## src/sv/swm_pkg.sv

```systemverilog
package swm_pkg;

    localparam int MAX_WINDOW_DEF   = 64;
    localparam int SAMPLE_WIDTH_DEF = 32;

    // window_size register
    localparam int             CFG_WIDTH = 7;
    localparam logic [6:0]     CFG_RESET = 7'd3;

    // leaves per first-level node of the registered median select tree
    localparam int SEL_GROUP = 8;

    // per-cell flags seen by the neighbors
    typedef struct packed {
        logic le;   // entry holds a sample not above the new one
        logic lt;   // entry lies below the slot that leaves the window
    } t_cell_flags;

    // per-cell control from the top level
    typedef struct packed {
        logic valid;    // cell holds a sample of the current window
        logic keep;     // cell may lie below the departing slot
        logic use_old;  // window full: a sample leaves on this beat
    } t_cell_ctl;

endpackage

```

## src/sv/swm_ram.sv

```systemverilog
module swm_ram #(
    parameter int WIDTH = swm_pkg::SAMPLE_WIDTH_DEF,
    parameter int DEPTH = swm_pkg::MAX_WINDOW_DEF,
    localparam int AW   = (DEPTH > 1) ? $clog2(DEPTH) : 1
) (
    input  logic             i_clk,
    input  logic             i_wr_en,
    input  logic [AW-1:0]    i_wr_addr,
    input  logic [WIDTH-1:0] i_wr_data,
    input  logic [AW-1:0]    i_rd_addr,
    output logic [WIDTH-1:0] o_rd_data
);

    logic [WIDTH-1:0] r_mem [DEPTH];
    logic [WIDTH-1:0] r_rd_data;

    // read returns the contents before a write to the same address
    always_ff @(posedge i_clk) begin
        if (i_wr_en) begin
            r_mem[i_wr_addr] <= i_wr_data;
        end
        r_rd_data <= r_mem[i_rd_addr];
    end

    assign o_rd_data = r_rd_data;

endmodule

```

## config.mk

```make
export PLATFORM = sky130hd
export DESIGN_NAME = swm_ram
export DESIGN_NICKNAME = d
export VERILOG_FILES = /design/src/sv/swm_pkg.sv /design/src/sv/swm_ram.sv
export SDC_FILE = /design/constraint.sdc
export NUM_CORES = 2
export LEC_CHECK = 0
export ABC_AREA = 1
export CAP_MARGIN = 30
export CORE_UTILIZATION = 56
export CTS_CLUSTER_DIAMETER = 40
export CTS_CLUSTER_SIZE = 8
export DETAILED_ROUTE_END_ITERATION = 8
export DONT_BUFFER_PORTS = 1
export HOLD_SLACK_MARGIN = 0.05
export PLACE_DENSITY = 0.71
export SLEW_MARGIN = 25
export SYNTH_ARGS = -nofsm -noshare
export SYNTH_HDL_FRONTEND = slang
export SYNTH_SLANG_ARGS = --single-unit
```

## constraint.sdc

```tcl
create_clock -name i_clk -period 5.3 [get_ports i_clk]
set_input_delay 0.265 -clock i_clk [delete_from_list [all_inputs] [get_ports i_clk]]
set_output_delay 0.265 -clock i_clk [all_outputs]
set_load 0.1 [all_outputs]
```

==> flow_summary.json <==
{
  "die-area_mm2": 0.149,
  "place_ws_ns": 1.98,
  "hold_violations": 0,
  "yosysSeqAreaShare_pct": 75.1,
  "grtUsageTotal_pct": 33.2,
  "postSynthAreaPerCell_um2": 12.2,
  "insertion_delay_ns": 0.92,
  "setup_viol": 0,
  "clock_sinks": 2080,
  "critPathKind": "primary input to flop",
  "drtAntennaViolNets": 0,
  "fin_nets": 6929,
  "regArea_mm2": 0.0621,
  "route.detailed.drc": 0,
  "area_growth_pct": 15.2,
  "ios": 78,
  "synth_cells": 6769,
  "antenna_found_initial": 17,
  "cts_buffers": 318,
  "clk_pin_slew_ns": 0.05,
  "gr-total-overflow": 0,
  "htreeDepth": 5,
  "core-area_mm2": 0.146,
  "power_density_mw_per_mm2": 405,
  "cts_tree": "yes",
  "tightestPinTransition_ns": 1.47,
  "gp_congestion": 0.880,
  "min_path_type": "primary input to flop",
  "path_max_fanout": 116,
  "fin_setup_tns_ns": 0,
  "cp-start-kind": "primary input",
  "post_drt_via_cell_ratio": 6.38,
  "routed_wl_mm": 253,
  "vias": 56900,
  "synthFlopType": "edfxtp_1",
  "end_kind": "flop",
  "power.leakage_nw": 33.8,
  "drive_gt1_share_pct": 8.68,
  "post-route-util_pct": 65.2,
  "period_minus_slack_ns": 5.09,
  "grt_pass1_wl_mm": 358,
  "row_count": 140,
  "synth_enable_flop_cells": 2048,
  "async_flop_share_pct": 0,
  "status": "completed",
  "fin_crit_sh_pct": 96.1,
  "syn_area_mm2": 0.0827,
  "synth_top_cell_by_area": "edfxtp_1",
  "dp_hpwl_mm": 121,
  "finalWorstSetupSlack_ns": 0.206,
  "cts_root_buf": "clkbuf_16",
  "drv_slew": 0,
  "clk_path_buf_depth": 4,
  "fill_cells": 10100,
  "die_y_um": 386,
  "syn-num-nets": 6815,
  "numPortBuffers": 0,
  "synth_cell_types": 16,
  "start_util_pct": 56.6,
  "finClkSkew_ns": 0.0641,
  "synth_warnings": 0,
  "synth_common_cells": "nand2_1 (2248), edfxtp_1 (2048), nand3_1 (1907), buf_2 (282), clkbuf_1 (77)",
  "drtIter0Drc": 9895,
  "synth.most_common_cell": "nand2_1",
  "first_pass_iters": 7,
  "placed_cells": 8370,
  "multi_input_area_mm2": 0.0188,
  "yosys_register_bits": 2080,
  "slew_headroom_pct": 1.71,
  "cts_setup_buffers": 0,
  "grt_max_degree": 1026,
  "wl_per_cell_um": 28.3,
  "final_cell_count_no_fill": 8916,
  "yosys.area.top_type_share_pct": 74.3,
  "maxCapViolCount": 0,
  "peakVddDrop_mv": 0.367,
  "critPathArrivalTime_ns": 5.88,
  "synth_area_leaders": "edfxtp_1 (74%), nand3_1 (12%), nand2_1 (10%)",
  "rsz0062_at_grt": "no",
  "required_ns": 6.09,
  "fmax_mhz": 196,
  "die_w_um": 386,
  "grt_pass1_vias": 54600
}
## where the power goes
part	switching, mW	leakage (nW)	total, mW	internal [mW]
clock	6.68	4.23	17.8	11.1
sequential	0.197	18.7	18.4	18.3
combinational	1.74	10.8	2.32	0.580
## cell families (layout without fill, tap and decap cells)
kind of cell           count (synthesis)  count (layout)  synth area share (%)
and+or+nand+nor                     4228            4228                  22.1
DFF                                 2080            2080                  75.1
buffers and inverters                461             685                  2.78
other                                  0               6                     0
## per-layer routing
metal  track usage, %  vias up  part of all wire [%]
li1                 -    24300                     -
met1             43.3    27400                    34
met2             50.0     4415                    45
met3             10.0      745                    15
met4             18.3       10                   5.6
met5                0        -                 0.025
## worst paths after layout
kind / slack, ns / to / startpoint / cells after the start
worst min register to register: 0.83 / o_rd_data[12]$_DFF_P_ / r_mem[48][12]$_DFFE_PP_ / 8
worst min-delay path: 0.08 / r_mem[5][24]$_DFFE_PP_ / i_wr_en / 2
worst max-delay path: 0.21 / o_rd_data[6]$_DFF_P_ / i_rd_addr[0] / 18
worst max register to register: 1.95 / o_rd_data[6]$_DFF_P_ / r_mem[53][6]$_DFFE_PP_ / 12
## layout make-up
| cell class | instances | share of cell area [%] |
|---|---|---|
| Antenna cell | 6 | 0.0158 |
| Clock inverter | 25 | 0.270 |
| Inverter | 12 | 0.0984 |
| Multi-Input combinational cell | 4228 | 19.7 |
| Sequential cell | 2080 | 65.2 |
| Timing Repair Buffer | 241 | 3.31 |
| Clock buffer | 405 | 8.87 |
| Timing Repair inverter | 2 | 0.0236 |
| Tap cell | 1917 | 2.52 |
## repair_timing
| action | 4_1_cts | 5_1_grt |
|---|---|---|
| resized for setup | 0 | 0 |
| hold buffers | 96 | 0 |
| endpoints found under the hold margin | 2307 | 0 |
| setup endpoints to repair | 0 | 7 |
## critical path, stage by stage
cell,delay (ns)
buf_16,0.40
buf_16,0.48
buf_16,0.45
buf_16,0.44
clkinv_16,0.38
buf_12,0.34
nand2_1,0.09
nand3_1,0.06
nand3_1,0.13
dlygate4sd3_1,0.57
nand3_1,0.09
dlygate4sd3_1,0.61
nand3_1,0.08
dlygate4sd3_1,0.55
nand2_1,0.05
nand2_1,0.08
nand2_1,0.05
dlygate4sd3_1,0.54
## stage by stage
| step | power, mW | hold WS, ns | instance area (um2) |
|---|---|---|---|
| after floorplan | 19.9 | 0.364 | 82700 |
| after global placement | 20.3 | 0.370 | 84500 |
| after detailed placement | 20.3 | 0.368 | 84700 |
| after CTS | 38.4 | 0.0519 | 95000 |
| after global routing | 39.4 | 0.0714 | 95300 |
| final | 38.6 | 0.0794 | 95300 |
## registers in the layout, summed over array words and instances, names as in the netlist
| name | flops |
|---|---|
| o_rd_data | 32 |
| r_mem | 2048 |
## layout by cell type, fill, tap and decap left out, types with 18 or more instances in the layout
master / netlist / routed
buf_4: 45 / 106
dfxtp_1: 32 / 24
dlygate4sd3_1: 0 / 58
buf_16: 0 / 43
nand2_1: 2248 / 2248
nand3_1: 1907 / 1907
nor2_4: 0 / 56
edfxtp_1: 2048 / 2048
buf_12: 0 / 18
clkbuf_1: 77 / 78
clkbuf_16: 0 / 329
Power figures use the tool's default switching activity.
