### src/sv/swm_pkg.sv
package swm_pkg;

    localparam int MAX_WINDOW_DEF   = 64;
    localparam int SAMPLE_WIDTH_DEF = 32;

    // window_size register
    localparam int             CFG_WIDTH = 7;
    localparam logic [6:0]     CFG_RESET = 7'd3;

    // leaves per first-level node of the registered median select tree
    localparam int SEL_GROUP = 8;

    // per-cell flags seen by the neighbors
    typedef struct packed {
        logic le;   // entry holds a sample not above the new one
        logic lt;   // entry lies below the slot that leaves the window
    } t_cell_flags;

    // per-cell control from the top level
    typedef struct packed {
        logic valid;    // cell holds a sample of the current window
        logic keep;     // cell may lie below the departing slot
        logic use_old;  // window full: a sample leaves on this beat
    } t_cell_ctl;

endpackage

### src/sv/swm_cell.sv
module swm_cell #(
    parameter int SAMPLE_WIDTH = swm_pkg::SAMPLE_WIDTH_DEF
) (
    input  logic                           i_clk,
    input  logic                           i_load,
    input  logic signed [SAMPLE_WIDTH-1:0] i_new,
    input  logic signed [SAMPLE_WIDTH-1:0] i_old,
    input  swm_pkg::t_cell_ctl             i_ctl,
    input  logic signed [SAMPLE_WIDTH-1:0] i_below_value,
    input  swm_pkg::t_cell_flags           i_below_flags,
    input  logic signed [SAMPLE_WIDTH-1:0] i_above_value,
    input  swm_pkg::t_cell_flags           i_above_flags,
    output logic signed [SAMPLE_WIDTH-1:0] o_value,
    output swm_pkg::t_cell_flags           o_flags
);

    logic signed [SAMPLE_WIDTH-1:0] r_value;
    logic signed [SAMPLE_WIDTH-1:0] n_value;
    logic                           le;
    logic                           lt;
    logic                           self_le;
    logic                           below_le;
    logic signed [SAMPLE_WIDTH-1:0] self_val;
    logic signed [SAMPLE_WIDTH-1:0] below_val;

    // self_* / below_* describe the window with the departing sample taken out,
    // at this slot and at the slot below
    always_comb begin
        le        = i_ctl.valid && !(i_new < r_value);
        lt        = i_ctl.keep && (!i_ctl.use_old || (r_value < i_old));
        self_le   = lt ? le : i_above_flags.le;
        self_val  = lt ? r_value : i_above_value;
        below_le  = i_below_flags.lt ? i_below_flags.le : le;
        below_val = i_below_flags.lt ? i_below_value : r_value;
        if (self_le) begin
            n_value = self_val;
        end else if (below_le) begin
            n_value = i_new;
        end else begin
            n_value = below_val;
        end
    end

    always_ff @(posedge i_clk) begin
        if (i_load) begin
            r_value <= n_value;
        end
    end

    assign o_value    = r_value;
    assign o_flags.le = le;
    assign o_flags.lt = lt;

endmodule

### config.mk
export PLATFORM = sky130hd
export DESIGN_NAME = swm_cell
export DESIGN_NICKNAME = d
export VERILOG_FILES = /design/src/sv/swm_pkg.sv /design/src/sv/swm_cell.sv
export SDC_FILE = /design/constraint.sdc
export NUM_CORES = 1
export LEC_CHECK = 0
export ABC_AREA = 0
export BUFFER_PORTS_ARGS = -buffer_cell sky130_fd_sc_hd__clkbuf_2
export CORE_ASPECT_RATIO = 1.75
export CORE_MARGIN = 1
export CORE_UTILIZATION = 52
export DETAILED_ROUTE_END_ITERATION = 8
export PLACE_DENSITY = 0.94
export SETUP_SLACK_MARGIN = 0.3
export SYNTH_ARGS = -nofsm -noshare
export SYNTH_HDL_FRONTEND = slang
export SYNTH_SLANG_ARGS = --single-unit
### constraint.sdc
create_clock -name i_clk -period 9.75 [get_ports i_clk]
set_clock_uncertainty 0.05 [all_clocks]
set_input_delay 0.4875 -clock i_clk [delete_from_list [all_inputs] [get_ports i_clk]]
set_output_delay 0.4875 -clock i_clk [all_outputs]
set_load 0.05 [all_outputs]
==> metrics.md, run 1 <==
| Metric | Value |
|---|---|
| Status | finished clean |
| Synth area leaders | edfxtp_1 (26%), mux2_4 (25%), ha_1 (21%) |
| Syn Nets | approximately 530 |
| Setup Fix Bufs, Post-CTS | 0 |
| Largest net degree at the start of global routing | 33 |
| Compound-cell area share of the yosys netlist | around a tenth |
| LEAKAGE | about 2.7 nW |
| Hold Fails Final Rpt | 0 |
| Die W | 65.3 um |
| Unique masters post-synth | 38 |
| Die Area | ~0.0074 sq mm |
| Area of the mapped netlist | between 0.003 and 0.004 sq mm |
| Largest family of logic cells by synthesized area | multiplexers |
| Crit path max fanout | 32 |
| DRC viols | 0 |
| RSZ-0062 raised after global routing | no |
| Reg2reg end | o_value[10] |
| Post-synth EDFFs | 32 |
| R2R cell count | 10 |
| Pwr Density | 134 mW/mm^2 |
| Vias in the first global route | about 3,400 |
| GP Congestion | between 0.7 and 0.8 |
| Async S/R FF share, synth | 0% |
| Share of layout cells above drive strength 1 | about 50% |
| Reg2Reg Launch Point | o_value[31] |
| Gate Count Post-Synth | around 340 |
| Port bufs | between 150 and 200 |
| Post-route ant nets | 0 |
| Starting Density | a little over half |
| Register area share after synthesis | approximately a quarter |
| Commonest non-fill, non-tap cell in the layout | clkbuf_2 |
| Post-Synth XOR/XNOR Area | 0% |
| CTS resizes | 0 |
| Period utilisation layout | a little over two fifths |
| Post-detail-place hpwl | between 8000 and 9000 um |
| CTS Buf Count | 5 |
| WHS Path Cells | 2 |
| # rows | 40 |
| Tot GR Track Use | approximately a quarter |
| Via count | about 3,300 |
| Max FFs per register | 32 |
| Final Critical Period | around 4300 ps |
| Final WL | roughly 9900 um |
| Post-synthesis simple-gate area fraction | about 7.4% |
| Die height | 113 um |
| Data required, critical path | between 9000 and 10,000 ps |
| Max clock buf depth | 2 |
| Mean post-synth cell area | around 11 sq um |
| Worst-path clk slew | around 50 ps |
| Clock Tree Root | clkbuf_16 |
| Avg WL per Cell | roughly 17 um |
| Reg2Reg Setup Slack | roughly 5500 ps |
| DR pass1 iterations | 4 |
| Fill count | between 500 and 600 |
| Flops & latches, synth | 32 |
| Core area | 0.00681 sq mm |
| Min-Delay Endpoint | o_value[29] |
| Worst skew pair latency | around 270 ps |
| TNS Setup | 0 ps |
| Commonest non-fill, non-tap cells in the layout | clkbuf_2 (169), inv_1 (66), ha_1 (62) |
| Global-route wire length before repair | 14,900 um |
| Seq. cell area | approximately 960 sq um |
| Startpoint types | flop |
| Drt initial violations | between 150 and 200 |
| Worst-margin pin slew | 1120 ps |
| CP Class | flop to flop |
| Max_slew headroom | around a quarter |
| H-tree depth | 2 |
| Multi-input gate area | 0.00239 sq mm |
| # setup viols final | 0 |
| Vias/cell | ~5.6 |
| CTS Hold Bufs | 0 |
| Synth warnings | 0 |
| CP startpoint | o_value[31] |
| Pwr Total | between 0.6 and 0.7 mW |
| Num ports | about 170 |
| Clk sinks | 32 |
| Hold Startpoint | i_above_value[29] |
| GRT Residual Overflow | 0 |
| Nets | 703 |
| Adder-cell area share of the yosys netlist | 21.3% |
| Max_cap viols | 0 |
| Area growth syn-to-layout | 28.5% |
| Cell taking the most area after synthesis | edfxtp_1 |
| Yosys top cell area share | about a quarter |
| Critical Path AT | between 4000 and 5000 ps |
| Antenna violations before repair | 0 |
| CTS tree | yes |
| Worst vdd ir | a little under 100 uV |
| Post-synthesis mux area share | 26.3% |
| Ys flop type | edfxtp_1 |
| Antenna fix cells | 0 |
| Final slew viol count | 0 |
| Hold crit path type | primary input to flop |
| Maximum clock rate | between 0.2 and 0.25 GHz |
| CP endpoint kind | flop |
[worst max-delay path by stage]
| stage | cells past startpoint | slack, ps | end |
|---|---|---|---|
| floorplan | 10 | 4370 | o_value[0] |
| finish | 10 | 5490 | o_value[10] |
| global route | 10 | 5190 | o_value[12] |
| global placement | 10 | 5470 | o_value[15] |
| detailed placement | 10 | 5320 | o_value[4] |
| CTS | 10 | 5480 | o_value[10] |
[cell type report]
type	count	share of cell area, %
inverters	66	5.28
multi-input cells	229	50.9
repair buffers	170	18.2
flip-flops and latches	32	20.5
clock buffers	6	2.75
clock inverters	1	0.107
well taps	84	2.24
[report_power, final]
group	switching [mW]	internal, mW	leakage [nW]
clock	0.0545	0.0926	0.0667
combinational	0.161	0.130	2.29
sequential	0.0136	0.175	0.303
total	0.230	0.398	2.66
[through the flow]
step                      hold slack, ps  utilization (%)  setup slack [ps]  instance area [sq um]  std cells
after floorplan                      655                -              4370                   3650        335
after global placement               739             66.9              5470                   4560        581
after detailed placement             743             66.9              5320                   4560        581
after CTS                            454             68.9              5480                   4690        588
after global routing                 457             68.9              5190                   4690        588
final                                462             68.9              5490                   4690        588
[per-layer routing]
| metal | share of wire, % | vias to the layer above | global-route usage, % |
|---|---|---|---|
| met4 | 4.9 | 0 | 18.4 |
| met2 | 57 | 151 | 51.1 |
| met3 | 5.0 | 38 | 5.24 |
| met1 | 33 | 1558 | 23.5 |
| li1 | - | 1551 | - |
| met5 | 0 | - | 0 |
[cells in the mapped netlist (3+ instances only)]
| cell | n |
|---|---|
| inv_1 | 66 |
| nand2_1 | 15 |
| mux2_4 | 60 |
| nor2_1 | 4 |
| mux2_2 | 4 |
| a21oi_1 | 21 |
| buf_4 | 5 |
| nand3_1 | 5 |
| nand2b_1 | 3 |
| o21ai_0 | 11 |
| nand4_1 | 10 |
| ha_1 | 62 |
| buf_6 | 3 |
| edfxtp_1 | 32 |
| a21o_1 | 5 |
[logic make-up after synthesis]
kind of cell,count (synthesis)
compound gates,53
flops,32
buf+inv,74
mux,65
fa+ha+maj,62
simple gates,49
[critical path, cell delays in order, from the launching register on]
cell and delay (ps):
edfxtp_1 410, inv_1 60, ha_1 340, and4_1 240, nand4_1 140, or4_1 590
a31oi_1 220, nor3b_2 90, nor3_1 590, o21bai_1 210, a21boi_4 920
Note: power is estimated with default switching activity, not from simulation.
==> inputs of run 2 (changes only) <==
--- a/config.mk
+++ b/config.mk
@@ -9,9 +9,9 @@
 export BUFFER_PORTS_ARGS = -buffer_cell sky130_fd_sc_hd__clkbuf_2
 export CORE_ASPECT_RATIO = 1.75
 export CORE_MARGIN = 1
-export CORE_UTILIZATION = 52
+export CORE_UTILIZATION = 43
 export DETAILED_ROUTE_END_ITERATION = 8
-export PLACE_DENSITY = 0.94
+export PLACE_DENSITY = 0.84
 export SETUP_SLACK_MARGIN = 0.3
 export SYNTH_ARGS = -nofsm -noshare
 export SYNTH_HDL_FRONTEND = slang
==> constraint.sdc (replaced) <==
create_clock -name i_clk -period 3.75 [get_ports i_clk]
set_clock_uncertainty 0.05 [all_clocks]
set_input_delay 0.1875 -clock i_clk [delete_from_list [all_inputs] [get_ports i_clk]]
set_output_delay 0.1875 -clock i_clk [all_outputs]
set_load 0.05 [all_outputs]
==> run 2 against run 1 <==
Against the previous run:
- worst setup slack worse by 5200 ps
- count of clock-buffer cells in the layout is 1 lower
- power grew to 2.8 times the previous value
- sequential share of layout area is 1.7 points lower
- die area is 20% higher
- cell area is 8.8% higher
- fmax is 25% higher
- register-to-register slack worse by 5200 ps
- sequential cell count stayed put
- critical path type unchanged
- largest cell class unchanged
- highest routed layer unchanged
==> metrics.md, run 2 (same netlist as run 1, synthesis figures left out) <==
| Metric | Value |
|---|---|
| DRC viols | 0 |
| Core area | just over 0.008 sq mm |
| Tot GR Track Use | 23.2% |
| Post-detail-place hpwl | 8380 um |
| Status | finished clean |
| GRT Residual Overflow | 0 |
| Max_slew headroom | roughly 57% |
| Worst skew pair latency | around 280 ps |
| Num ports | roughly 170 |
| H-tree depth | 2 |
| Antenna violations before repair | 0 |
| Area growth syn-to-layout | 39.9% |
| Crit path max fanout | 7 |
| Finished Layout Cells | 616 |
| RSZ-0062 raised after global routing | yes |
| Period utilisation layout | between 90 and 100% |
| Data required, critical path | ~3700 ps |
| Final Critical Period | 3410 ps |
| Clock Tree Root | clkbuf_16 |
| CTS Hold Bufs | 0 |
| Multi-input gate area | ~0.0025 sq mm |
| Worst-margin pin slew | 632 ps |
| CP endpoint kind | flop |
| Nets | a little over 700 |
| Worst vdd ir | between 200 and 250 uV |
| CTS Buf Count | 5 |
| Max clock buf depth | 2 |
| Final WL | ~11,000 um |
| CTS tree | yes |
| Starting Density | roughly 44% |
| Vias in the first global route | around 3,500 |
| Share of layout cells above drive strength 1 | between 50% and 60% |
| DR pass1 iterations | 5 |
| Sw power | 0.641 mW |
| Maximum clock rate | between 0.2 and 0.3 GHz |
| Via count | approximately 3,300 |
| Final slew viol count | 0 |
| # rows | 44 |
| Fill count | 678 |
| Hold crit path type | primary input to flop |
| Drt initial violations | between 80 and 90 |
| Max_cap viols | 0 |
| Antenna fix cells | 0 |
| Port bufs | ~170 |
| Global-route wire length before repair | 15,600 um |
| Hold Fails Final Rpt | 0 |
| Seq. cell area | ~960 sq um |
| Worst-path clk slew | ~60 ps |
| Max FFs per register | 32 |
| Net Sw Frac | between 30 and 40% |
| Largest net degree at the start of global routing | 21 |
| Sequential Power Share | 28.0% |
| Clock Power Share | roughly 22% |
| P_int | between 1 and 1.5 mW |
| Pwr Density | ~340 mW/mm^2 |
| LEAKAGE | approximately 2.8 nW |
| Commonest non-fill, non-tap cell in the layout | clkbuf_2 |
| Die Area | between 0.008 and 0.009 sq mm |
| Pwr Total | approximately 1.7 mW |
| Placed insts | about 600 |
| Combinational Power Share | 49.7% |
| Die W | a little over 70 um |
| Clk sinks | 32 |
| Die height | about 120 um |
| Avg WL per Cell | about 17 um |
| Post-route ant nets | 0 |
| TNS Setup | 0 ps |
| GP Congestion | 0.825 |
| CP Class | flop to flop |
| Vias/cell | 5.35 |
| Startpoint types | flop |
| # setup viols final | 0 |
| Critical Path AT | 3390 ps |
| Commonest non-fill, non-tap cells in the layout | clkbuf_2 (169), inv_1 (65), mux2_4 (60) |
run 2: path summary, 6_finish.rpt:
kind,from,endpoint,depth (start not counted),slack (ps)
hold reg to reg,o_value[31],o_value[25],7,1470
hold / removal,i_above_value[13],o_value[13],2,160
setup reg to reg,o_value[31],o_value[22],12,340
setup / recovery,o_value[31],o_value[22],12,340
run 2: metrics by stage:
step | setup WS (ps) | cell area (sq um) | hold slack [ps] | utilization [%]
floorplan | 256 | 3740 | 355 | -
global placement | 177 | 4700 | 439 | 57.0
detailed placement | 124 | 4700 | 442 | 57.0
CTS | 288 | 4980 | 151 | 60.3
global route | 228 | 5100 | 159 | 61.8
finish | 341 | 5100 | 156 | 61.8
run 2: power by group through the flow:
| stage | sequential [mW] | combinational [mW] | clock [mW] |
|---|---|---|---|
| final | 0.489 | 0.869 | 0.391 |
| after global routing | 0.492 | 0.936 | 0.408 |
| after CTS | 0.490 | 0.835 | 0.398 |
| after detailed placement | 0.498 | 0.789 | 0 |
| after global placement | 0.496 | 0.755 | 0 |
| after floorplan | 0.620 | 0.440 | 0 |
run 2: per-layer routing:
metal	global-route usage, %	up-vias	part of all wire, %
met2	47.8	137	58
met5	0	-	0
met4	9.93	0	2.9
li1	-	1595	-
met1	20.6	1535	33
met3	5.18	27	5.7
run 2: timing repair:
item                                    in CTS  in global routing
cloned                                       1                  2
gates resized for setup                     12                 10
setup buffers                                7                  4
endpoints found under the setup margin      32                 52
pin swaps                                    3                  7
run 2: cell type report:
class                   instances  area share, %
clock buffers                   5           2.45
clock inverters                 2          0.147
inverters                      66           4.85
multi-input cells             229           49.4
flip-flops and latches         32           18.8
well taps                      92           2.26
repair buffers                190           22.0
run 2: worst max-delay path, cell delays in order (launching register included):
cell	delay [ps]
edfxtp_1	410
buf_4	170
ha_4	240
nand4_1	150
nor2_1	70
a221o_1	290
a211o_1	250
a31o_2	270
a311oi_4	290
mux2i_4	340
buf_6	150
clkbuf_16	160
mux2_4	300
==> inputs of run 3 (changes only) <==
--- a/config.mk
+++ b/config.mk
@@ -9,9 +9,9 @@
 export BUFFER_PORTS_ARGS = -buffer_cell sky130_fd_sc_hd__clkbuf_2
 export CORE_ASPECT_RATIO = 1.75
 export CORE_MARGIN = 1
-export CORE_UTILIZATION = 43
+export CORE_UTILIZATION = 35
 export DETAILED_ROUTE_END_ITERATION = 8
-export PLACE_DENSITY = 0.84
+export PLACE_DENSITY = 0.69
 export SETUP_SLACK_MARGIN = 0.3
 export SYNTH_ARGS = -nofsm -noshare
 export SYNTH_HDL_FRONTEND = slang
==> constraint.sdc (replaced) <==
create_clock -name i_clk -period 3.5 [get_ports i_clk]
set_clock_uncertainty 0.05 [all_clocks]
set_input_delay 0.175 -clock i_clk [delete_from_list [all_inputs] [get_ports i_clk]]
set_output_delay 0.175 -clock i_clk [all_outputs]
set_load 0.05 [all_outputs]
==> run 3 against run 2 <==
Against the previous run:
- global-route usage down 3.4 points
- critical path depth up 1
- hold slack worse by 12 ps
- die area up 22%
- combinational power up 14%
- clock power up 9.5%
==> metrics.md, run 3 (same netlist as run 1, synthesis figures left out) <==
| Metric | Value |
|---|---|
| Die Area | about 0.011 sq mm |
| Antenna violations before repair | 0 |
| Share of layout cells above drive strength 1 | 56.6% |
| Via count | roughly 3,300 |
| # setup viols final | 0 |
| CTS Hold Bufs | 0 |
| TNS Setup | 0 ps |
| GP Congestion | ~0.81 |
| Hold Fails Final Rpt | 0 |
| Largest net degree at the start of global routing | 13 |
| Commonest non-fill, non-tap cell in the layout | clkbuf_2 |
| Finished Layout Cells | around 660 |
| Met1 Wirelength | roughly 3700 um |
| Max_cap viols | 0 |
| Num ports | 171 |
| Critical-path cell list | buf_6 -> ha_4 -> a21oi_2 -> nand2_1 -> a221o_1 -> a211o_1 -> a31o_4 -> a311oi_4 -> mux2i_4 -> buf_12 -> buf_12 -> buf_16 -> mux2_4 |
| Port bufs | roughly 170 |
| Pwr Density | 362 mW/mm^2 |
| Met2 WL | 6130 um |
| Top layer in use | met4 |
| Post-route cell area | between 0.005 and 0.006 sq mm |
| Family with the most delay on the worst path | compound AO/OA/AOI/OAI gates |
| Fill count | between 900 and 1,000 |
| Final Critical Period | approximately 3500 ps |
| Vias/cell | about 5 |
| Max_slew headroom | between 60% and 70% |
| Placed inst area | ~0.0048 sq mm |
| Antenna fix cells | 0 |
| CP peak stage delay | about 410 ps |
| Placed insts | around 640 |
| Worst skew pair latency | about 280 ps |
| CP Class | flop to flop |
| Post-route ant nets | 0 |
| Starting Density | between 30% and 40% |
| Core area | between 0.01 and 0.015 sq mm |
| LEAKAGE | a little under 3 nW |
| Data required, critical path | 3480 ps |
| Clock Tree Root | clkbuf_16 |
| Commonest non-fill, non-tap cells in the layout | clkbuf_2 (169), inv_1 (63), mux2_4 (62) |
| Post-detail-place hpwl | between 8000 and 9000 um |
| Drt initial violations | 79 |
| CP dominant cell by count | buf_12 |
| RSZ-0062 raised after global routing | yes |
| Period utilisation layout | between 90% and 100% |
| Final core occ | a little over half |
| CTS tree | yes |
| Tot GR Track Use | roughly a fifth |
| DRC viols | 0 |
| Worst hold slack | 145 ps |
| Global-route wire length before repair | 16,200 um |
| CP bufs+invs | 4 |
| Worst-path clk slew | approximately 60 ps |
| Worst vdd ir | a little over 200 uV |
| Avg WL per Cell | between 15 and 20 um |
| Met3 wire len | around 550 um |
| Status | finished clean |
| # rows | about 50 |
| CTS Buf Count | 5 |
| Worst-margin pin slew | between 500 and 600 ps |
| Startpoint types | flop |
| Crit path max fanout | 5 |
| GRT Residual Overflow | 0 |
| Vias in the first global route | between 3,000 and 4,000 |
| Final slew viol count | 0 |
| H-tree depth | 2 |
| Die W | ~80 um |
| Multi-input gate area | 0.00258 sq mm |
| CP max-delay cell | edfxtp_1 |
| Clk sinks | 32 |
| Maximum clock rate | between 0.2 and 0.3 GHz |
| Nets | ~740 |
| Area growth syn-to-layout | 47.0% |
| Die height | roughly 140 um |
| Critical Path AT | between 3000 and 4000 ps |
| DR pass1 iterations | 4 |
| Final WL | between 10,000 and 15,000 um |
| Seq. cell area | just under 0.001 sq mm |
| Hold crit path type | primary input to flop |
| Max FFs per register | 32 |
| CP endpoint kind | flop |
| Max clock buf depth | 2 |
==> run 3: per-layer routing <==
layer  vias up  track usage (%)
met5         -                0
met4         0             11.0
met3        27             3.53
met2       136             39.1
met1      1539             18.4
li1       1618                -
==> run 3: per-stage QoR <==
| stage | power [mW] | setup WS [ps] |
|---|---|---|
| 5_1_grt | 2.05 | -59.3 |
| 2_1_floorplan | 1.14 | 6.42 |
| 3_5_place_dp | 1.40 | -93.4 |
| 6_report | 1.94 | 31.5 |
| 4_1_cts | 1.95 | 124 |
| 3_3_place_gp | 1.37 | 1.28 |
==> run 3: cell type report <==
cell class                      instances  share of cell area (%)
Clock buffer                            6                    2.40
Clock inverter                          1                  0.0933
Inverter                               66                    4.62
Multi-Input combinational cell        229                    48.1
Sequential cell                        32                    17.9
Tap cell                              127                    2.96
Timing Repair Buffer                  203                    23.9
==> run 3: final timing paths <==
kind / depth (start not counted) / startpoint / slack [ps] / to
worst min-delay path: 2 / i_above_value[2] / 140 / o_value[2]
worst min register to register: 8 / o_value[31] / 1620 / o_value[17]
worst max register to register: 13 / o_value[30] / 30 / o_value[1]
worst max-delay path: 13 / o_value[30] / 30 / o_value[1]
==> run 3: power breakdown <==
part / switching (mW) / internal (mW) / leakage (nW) / total (mW)
combinational: 0.499 / 0.493 / 2.55 / 0.992
sequential: 0.0364 / 0.487 / 0.303 / 0.524
clock: 0.169 / 0.259 / 0.0667 / 0.428
==> run 3: what timing repair did <==
item                                    CTS  global route
cloned                                    3             0
setup buffers                            16             1
pin swaps                                16             3
endpoints found under the setup margin   45            65
gates resized for setup                  30             3
